<file path="config.mk">
export PLATFORM = sky130hd
export DESIGN_NAME = dgcm_regs
export DESIGN_NICKNAME = d
export VERILOG_FILES = /design/src/hw/rtl/dgcm_pkg.sv /design/src/hw/rtl/dgcm_regs.sv
export SDC_FILE = /design/constraint.sdc
export NUM_CORES = 1
export LEC_CHECK = 0
export BUFFER_PORTS_ARGS = -buffer_cell sky130_fd_sc_hd__clkbuf_2
export CAP_MARGIN = 15
export CORE_AREA = 2 2 168 170
export DETAILED_ROUTE_END_ITERATION = 8
export DIE_AREA = 0 0 170 172
export PLACE_DENSITY = 0.66
export SETUP_SLACK_MARGIN = 0.05
export SYNTH_ARGS = -nofsm -noshare
export SYNTH_HDL_FRONTEND = slang
export SYNTH_SLANG_ARGS = --single-unit
</file>
<file path="constraint.sdc">
create_clock -name clk_i -period 1.7 [get_ports clk_i]
set_input_delay 0.17 -clock clk_i [delete_from_list [all_inputs] [get_ports clk_i]]
set_output_delay 0.17 -clock clk_i [all_outputs]
set_load 0.02 [all_outputs]
</file>
<file path="src/hw/rtl/dgcm_pkg.sv">
package dgcm_pkg;

  localparam int DENSITY_WIDTH_DEF = 32;

  // log2 result: 6-bit integer part, 16 fraction bits
  localparam int LOG_W     = 22;
  localparam int MAG_W     = 27;
  localparam int EXP_STEPS = 16;
  localparam int DIV_STEPS = 17;

  // stage counts of the channel sections
  localparam int LOG_LAT  = 19;
  localparam int POW_LAT  = 20;
  localparam int TONE_LAT = 23;
  localparam int CH_LAT   = LOG_LAT + POW_LAT + TONE_LAT;

  localparam logic [17:0] F_CAP = 18'd131072;
  localparam logic [17:0] F_ONE = 18'd65536;
  localparam logic [16:0] T_ONE = 17'd65536;

  typedef enum logic [2:0] {
    REG_GAMMA       = 3'd0,
    REG_SMOOTH      = 3'd1,
    REG_RED_EDGES   = 3'd2,
    REG_GREEN_EDGES = 3'd3,
    REG_BLUE_EDGES  = 3'd4,
    REG_RED_MAX     = 3'd5,
    REG_GREEN_MAX   = 3'd6,
    REG_BLUE_MAX    = 3'd7
  } reg_idx_e;

  typedef struct packed {
    logic [15:0] gamma;
    logic [31:0] edges;
  } chan_cfg_t;

  typedef logic [EXP_STEPS-1:0][31:0] exp_const_t;

  function automatic logic [63:0] isqrt64(input logic [63:0] v_in);
    logic [63:0] v;
    logic [63:0] r;
    logic [63:0] b;
    v = v_in;
    r = '0;
    b = 64'h4000_0000_0000_0000;
    for (int i = 0; i < 32; i++) begin
      if (b > v_in) b = b >> 2;
    end
    for (int i = 0; i < 32; i++) begin
      if (b != '0) begin
        if (v >= r + b) begin
          v = v - (r + b);
          r = (r >> 1) + b;
        end else begin
          r = r >> 1;
        end
        b = b >> 2;
      end
    end
    return r;
  endfunction

  // c_k = 2^(2^-k) in Q2.30, k = 1..16
  function automatic exp_const_t exp2_consts();
    exp_const_t  c;
    logic [63:0] cur;
    cur = isqrt64(64'h2000_0000_0000_0000);
    for (int k = 0; k < EXP_STEPS; k++) begin
      c[k] = cur[31:0];
      cur  = isqrt64(cur << 30);
    end
    return c;
  endfunction

  localparam exp_const_t EXP2_C = exp2_consts();

endpackage

</file>
<file path="src/hw/rtl/dgcm_regs.sv">
module dgcm_regs
  import dgcm_pkg::*;
#(
  parameter int DENSITY_WIDTH = DENSITY_WIDTH_DEF
) (
  input  logic                     clk_i,
  input  logic                     rst_ni,
  input  logic                     psel,
  input  logic                     penable,
  input  logic                     pwrite,
  input  logic [5:0]               paddr,
  input  logic [63:0]              pwdata,
  output logic [63:0]              prdata,
  output logic                     pready,
  output chan_cfg_t                red_cfg_o,
  output chan_cfg_t                green_cfg_o,
  output chan_cfg_t                blue_cfg_o,
  output logic [DENSITY_WIDTH-1:0] red_max_o,
  output logic [DENSITY_WIDTH-1:0] green_max_o,
  output logic [DENSITY_WIDTH-1:0] blue_max_o,
  output logic                     smooth_o
);

  localparam logic [63:0] MAX_RST = 64'h1_0000;

  logic [47:0]              gamma_q;
  logic                     smooth_q;
  logic [31:0]              red_edges_q, green_edges_q, blue_edges_q;
  logic [DENSITY_WIDTH-1:0] red_max_q, green_max_q, blue_max_q;
  logic                     wr_en;
  reg_idx_e                 idx;

  assign pready = 1'b1;
  assign wr_en  = psel & penable & pwrite;
  assign idx    = reg_idx_e'(paddr[5:3]);

  always_ff @(posedge clk_i or negedge rst_ni) begin
    if (!rst_ni) begin
      gamma_q       <= 48'h1000_1000_1000;
      smooth_q      <= 1'b0;
      red_edges_q   <= 32'h8000;
      green_edges_q <= 32'h8000;
      blue_edges_q  <= 32'h8000;
      red_max_q     <= MAX_RST[DENSITY_WIDTH-1:0];
      green_max_q   <= MAX_RST[DENSITY_WIDTH-1:0];
      blue_max_q    <= MAX_RST[DENSITY_WIDTH-1:0];
    end else if (wr_en) begin
      unique case (idx)
        REG_GAMMA:       gamma_q       <= pwdata[47:0];
        REG_SMOOTH:      smooth_q      <= pwdata[0];
        REG_RED_EDGES:   red_edges_q   <= pwdata[31:0];
        REG_GREEN_EDGES: green_edges_q <= pwdata[31:0];
        REG_BLUE_EDGES:  blue_edges_q  <= pwdata[31:0];
        REG_RED_MAX:     red_max_q     <= pwdata[DENSITY_WIDTH-1:0];
        REG_GREEN_MAX:   green_max_q   <= pwdata[DENSITY_WIDTH-1:0];
        REG_BLUE_MAX:    blue_max_q    <= pwdata[DENSITY_WIDTH-1:0];
      endcase
    end
  end

  always_comb begin
    unique case (idx)
      REG_GAMMA:       prdata = 64'(gamma_q);
      REG_SMOOTH:      prdata = 64'(smooth_q);
      REG_RED_EDGES:   prdata = 64'(red_edges_q);
      REG_GREEN_EDGES: prdata = 64'(green_edges_q);
      REG_BLUE_EDGES:  prdata = 64'(blue_edges_q);
      REG_RED_MAX:     prdata = 64'(red_max_q);
      REG_GREEN_MAX:   prdata = 64'(green_max_q);
      REG_BLUE_MAX:    prdata = 64'(blue_max_q);
    endcase
  end

  assign red_cfg_o   = '{gamma: gamma_q[47:32], edges: red_edges_q};
  assign green_cfg_o = '{gamma: gamma_q[31:16], edges: green_edges_q};
  assign blue_cfg_o  = '{gamma: gamma_q[15:0],  edges: blue_edges_q};
  assign red_max_o   = red_max_q;
  assign green_max_o = green_max_q;
  assign blue_max_o  = blue_max_q;
  assign smooth_o    = smooth_q;

endmodule

</file>
Yosys cells after proc, flatten, opt, wreduce, memory -nomap -nowiden
Cells that the tools add are included.
Word-level totals
  bits in latches: 0
  bits in registers: 241
  input port bits: 75
  ROM bits: 0
  memory bits (writable): 0
  memories: 0
  word-level logic and storage cells: 27
Operators by class
  reductions and logical operators: 9
  multiplexer cells: 1
  multipliers: 0
  bitwise operators: 2
  div/mod/pow operators: 0
  add/subtract/negate cells: 0
  order comparisons: 0
  eq/ne operators: 7
  shifts and indexed selects: 0
Operator list (count)
  case mux 64 bit (8 select lines): 1
  AND reduction 2 bit: 8
  == test 3 bit (second input constant): 4
  == test 3 x 2 -> 1 bit (second input constant): 2
  == test 3 x 1 -> 1 bit (second input constant): 1
  logical NOT 3 bit: 1
  bitwise AND 1 bit: 2

Logic depth before layout (Yosys ltp)
  depth in word-level cells: 3
  depth in mapped cells: 7
  mapped depth without buffers: 4

Worst setup path before layout
No wires, ideal clock.
  path kind: in2out
  start: input port paddr[4]
  end: output port prdata[0]
  buffers on the path: 3
  arrival time: 1.436 ns
  stages on the path: 6
  path slack: 0.094 ns
  cells stage by stage: buf_4 > buf_2 > buf_2 > nand2_1 > o2bb2a_1 > a41oi_1
Between the ends
  word-level cells in the longest chain between the ends: 2
  elaborated cells on any way between the ends: 9
  classes of those cells: 7 x eq/ne; 1 x mux; 1 x reduce/logical
Ends and longest elaborated chain
  start: declaration: RTL line dgcm_regs.sv:11  | input logic [5:0] paddr,
  == test 3 bit, or another cell as far along: RTL line dgcm_regs.sv:62  | unique case (idx)
  case mux 64 bit (8 select lines) (*): RTL line dgcm_regs.sv:62
  end: declaration: RTL line dgcm_regs.sv:13  | output logic [63:0] prdata,
Mark *: on every way between the ends. The rest lies on a longest branch, timed or not. The select of a mux whose other input is x is not followed.

Final worst setup path
  start: register red_edges_q[15]
  end: output port prdata[15]
Between the ends
  word-level cells in the longest chain between the ends: 1
Ends and longest elaborated chain
  start: declaration: RTL line dgcm_regs.sv:28  | logic [31:0] red_edges_q, green_edges_q, blue_edges_q;
  start signal: assignment: RTL line dgcm_regs.sv:51  | REG_RED_EDGES: red_edges_q <= pwdata[31:0];
  case mux 64 bit (8 select lines): RTL line dgcm_regs.sv:62
No other way between the ends. The select of a mux whose other input is x is not followed.

==> results.yml <==
critical_path:
  cp-start-kind: "register"
  cp.required_ps: 1530
  crit_fanout: 2
  r2r_cells: 3
  critical_path_class: "register to primary output"
  end_kind: "primary output"
  reg2reg_to: "green_max_o[24]"
  worstPathArrival_ps: 1700
  r2r-start: "green_max_o[24]"
  reg2reg_setup_slack_ps: 690
clocking:
  path_clk_slew_ps: 60
  root_buffer: "clkbuf_16"
  clkSinkCount: 241
  numCtsBuffers: 27
  clk_latency_ps: 530
  h-tree-depth: 1
  cts_tree: "built"
  cts_buffer_depth: 3
layout:
  syn_to_final_growth_pct: 48.6
  final_cell_area_um2: 16400
  n_fill_cell: 2191
  fin_util: 0.598
  nets: 1467
  drive_above_1_share: 0.596
pwr:
  ir_drop_mv: 0.901
  p_leak_nw: 8.18
  p_total_w: 0.0195
  powerDensity_nw_per_um2: 1190
yosys:
  yosys.area.top_type: "dfrtp_1"
  synth-seq-area-share: 0.546
  synthTopCellsByArea: "dfrtp_1 (52%), mux2_2 (21%), mux2_1 (3.3%), buf_4 (2.5%), dfstp_2 (2.1%)"
  synth.most_common_cell: "dfrtp_1"
  ys.flop_type: "dfrtp_1"
  avgSynthCellArea_um2: 13.1
  yosys_warnings: 0
  synth_edf_count: 0
  async_reset_ff_frac: 1.00
  synth-seq-cells: 241
  synth_top_cell_area_share: 0.525
  syn_area_um2: 11100
  syn_inst: 846
  ys_types: 37
  synth.top_cells.by_count: "dfrtp_1 (232), mux2_2 (209), nand2_1 (39)"
route:
  drt-pass1-iter-count: 5
  ant_nets: 0
  wl_per_cell_um: 22.1
  drc_errors: 0
  vias: 9449
  dr.first_iter.drc_count: 573
  vias_per_cell: 5.37
  drt-total-wl_um: 38900
placement:
  gp_congestion: 0.837
  place_hpwl_um: 25800
  numPortBuffers: 344
  dp_slack_ps: -409
  place_area_um2: 13800
global_route:
  grt_max_degree: 61
  antenna_found_initial: 1
  grt_pass1_wl_um: 56800
  grt_usage: 0.255
  grt_pass1_vias: 9641
  overflow: 0
timing:
  setup_viol: 23
  maxClockFrequency_mhz: 535
  finalCritPeriodShare: 1.10
  max_slew.worst_pin.slew_ps: 542
  fin_worst_skew_ps: 0
  period_needed_ps: 1870
  finalHoldViolations: 0
  hold_ws_ps: 186
  relSlewSlack: 0.639
  drv_slew: 0
  rsz0062_at_grt: "true"
  finalWorstSetupSlack_ps: -168
die:
  start_util: 0.403
  rows: 61
  dieArea_um2: 29200
  die_y_um: 172
  core_area_um2: 27500
  ios: 381
  die_w_um: 170
status:
  status: "finished with violations"
  violations: "negative setup slack"
hold_path:
  hp-class: "input pin to async pin"
run:
  max-cap-violations: 0
-- through the flow --
step	instances	TNS, ps
2_1_floorplan	861	0
3_3_place_gp	1556	-7850
3_5_place_dp	1556	-10760
4_1_cts	1739	-1830
5_1_grt	1759	-3160
6_report	1759	-1160
-- flip-flops by register name, summed over array words and instances (netlist names) --
| signal | flops |
|---|---|
| smooth_o | 1 |
| green_max_o | 32 |
| green_edges_q | 32 |
| blue_edges_q | 32 |
| gamma_q | 48 |
| red_max_o | 32 |
| red_edges_q | 32 |
| blue_max_o | 32 |
-- how the worst max path moves through the flow --
stage	from	end	slack [ps]	depth (start not counted)
after floorplan	paddr[4]	prdata[0]	90	6
after global placement	paddr[3]	prdata[20]	-390	9
after detailed placement	paddr[3]	prdata[20]	-410	9
after CTS	red_edges_q[15]	prdata[15]	-270	4
after global routing	red_edges_q[4]	prdata[4]	-250	4
final	red_edges_q[15]	prdata[15]	-170	4
-- report_power, final --
part           switching [W]  internal, W  leakage, nW
clock                0.00230      0.00311        0.397
sequential          0.000878      0.00690         3.06
combinational        0.00354      0.00281         4.72
-- timing repair --
item,CTS,global route
gates cloned,1,4
setup buffers,84,16
pin swaps,25,19
gates resized for setup,84,70
hold buffers,49,0
setup endpoints to repair,48,48
hold endpoints to repair,287,0
-- cells by family (layout without fill, tap and decap cells) --
group           Yosys count  after routing  synth area share
simple gates            117            117            0.0510
buf+inv                  79            630            0.0448
flops                   241            241             0.546
mux                     259            259             0.262
compound gates          148            148            0.0955
other cells               2             18          0.000679
-- metal layers --
layer | track usage | share of wire | vias up
li1 | - | - | 4170
met1 | 0.317 | 0.39 | 4712
met2 | 0.437 | 0.49 | 471
met3 | 0.0561 | 0.080 | 96
met4 | 0.0981 | 0.035 | 0
met5 | 0 | 0 | -
-- cell type report --
| cell class | count | area (um^2) | share of cell area |
|---|---|---|---|
| clock buffers | 44 | 779 | 0.0474 |
| diodes | 1 | 2.50 | 0.000152 |
| well taps | 346 | 433 | 0.0263 |
| clock inverters | 5 | 28.8 | 0.00175 |
| repair buffers | 578 | 4250 | 0.258 |
| flip-flops and latches | 241 | 6040 | 0.368 |
| inverters | 3 | 12.5 | 0.000761 |
| multi-input cells | 541 | 4890 | 0.298 |
-- worst max-delay path: stages (launching register included) --
cell     delay (ps)
dfstp_2         530
a21oi_2          50
a211o_1         260
a31oi_2         160
buf_4           170
-- placed cells by master (no fill, tap or decap), types with 2 or more instances in the layout --
| cell | synthesis | layout |
|---|---|---|
| clkbuf_2 | 0 | 297 |
| dfrtp_1 | 232 | 232 |
| mux2_2 | 209 | 209 |
| buf_4 | 37 | 174 |
| dlygate4sd3_1 | 0 | 49 |
| nand2_1 | 39 | 37 |
| nor2_1 | 37 | 35 |
| mux2_1 | 32 | 32 |
| clkbuf_16 | 0 | 30 |
| buf_12 | 0 | 29 |
| a22o_1 | 19 | 19 |
| a31oi_1 | 19 | 18 |
| mux2i_1 | 18 | 18 |
| a21oi_1 | 26 | 18 |
| conb_1 | 2 | 17 |
| and2_1 | 17 | 16 |
| a221oi_2 | 0 | 14 |
| a21o_1 | 14 | 14 |
| clkbuf_1 | 13 | 13 |
| a211o_1 | 12 | 12 |
| clkbuf_8 | 0 | 12 |
| o21ai_0 | 17 | 11 |
| dfstp_2 | 9 | 9 |
| nor2_4 | 0 | 8 |
| a21oi_2 | 0 | 8 |
| a32oi_1 | 7 | 7 |
| nand3_1 | 8 | 7 |
| a22oi_1 | 13 | 7 |
| buf_6 | 3 | 7 |
| a22oi_2 | 0 | 6 |
| clkinv_2 | 0 | 5 |
| o21ai_1 | 0 | 5 |
| a41oi_2 | 0 | 5 |
| clkbuf_4 | 0 | 4 |
| nor3_4 | 0 | 3 |
| buf_8 | 1 | 3 |
| buf_2 | 21 | 3 |
| nor2b_4 | 0 | 2 |
| nand2_2 | 0 | 2 |
| nor3_2 | 3 | 2 |
Note: power is estimated with default switching activity, not from simulation.
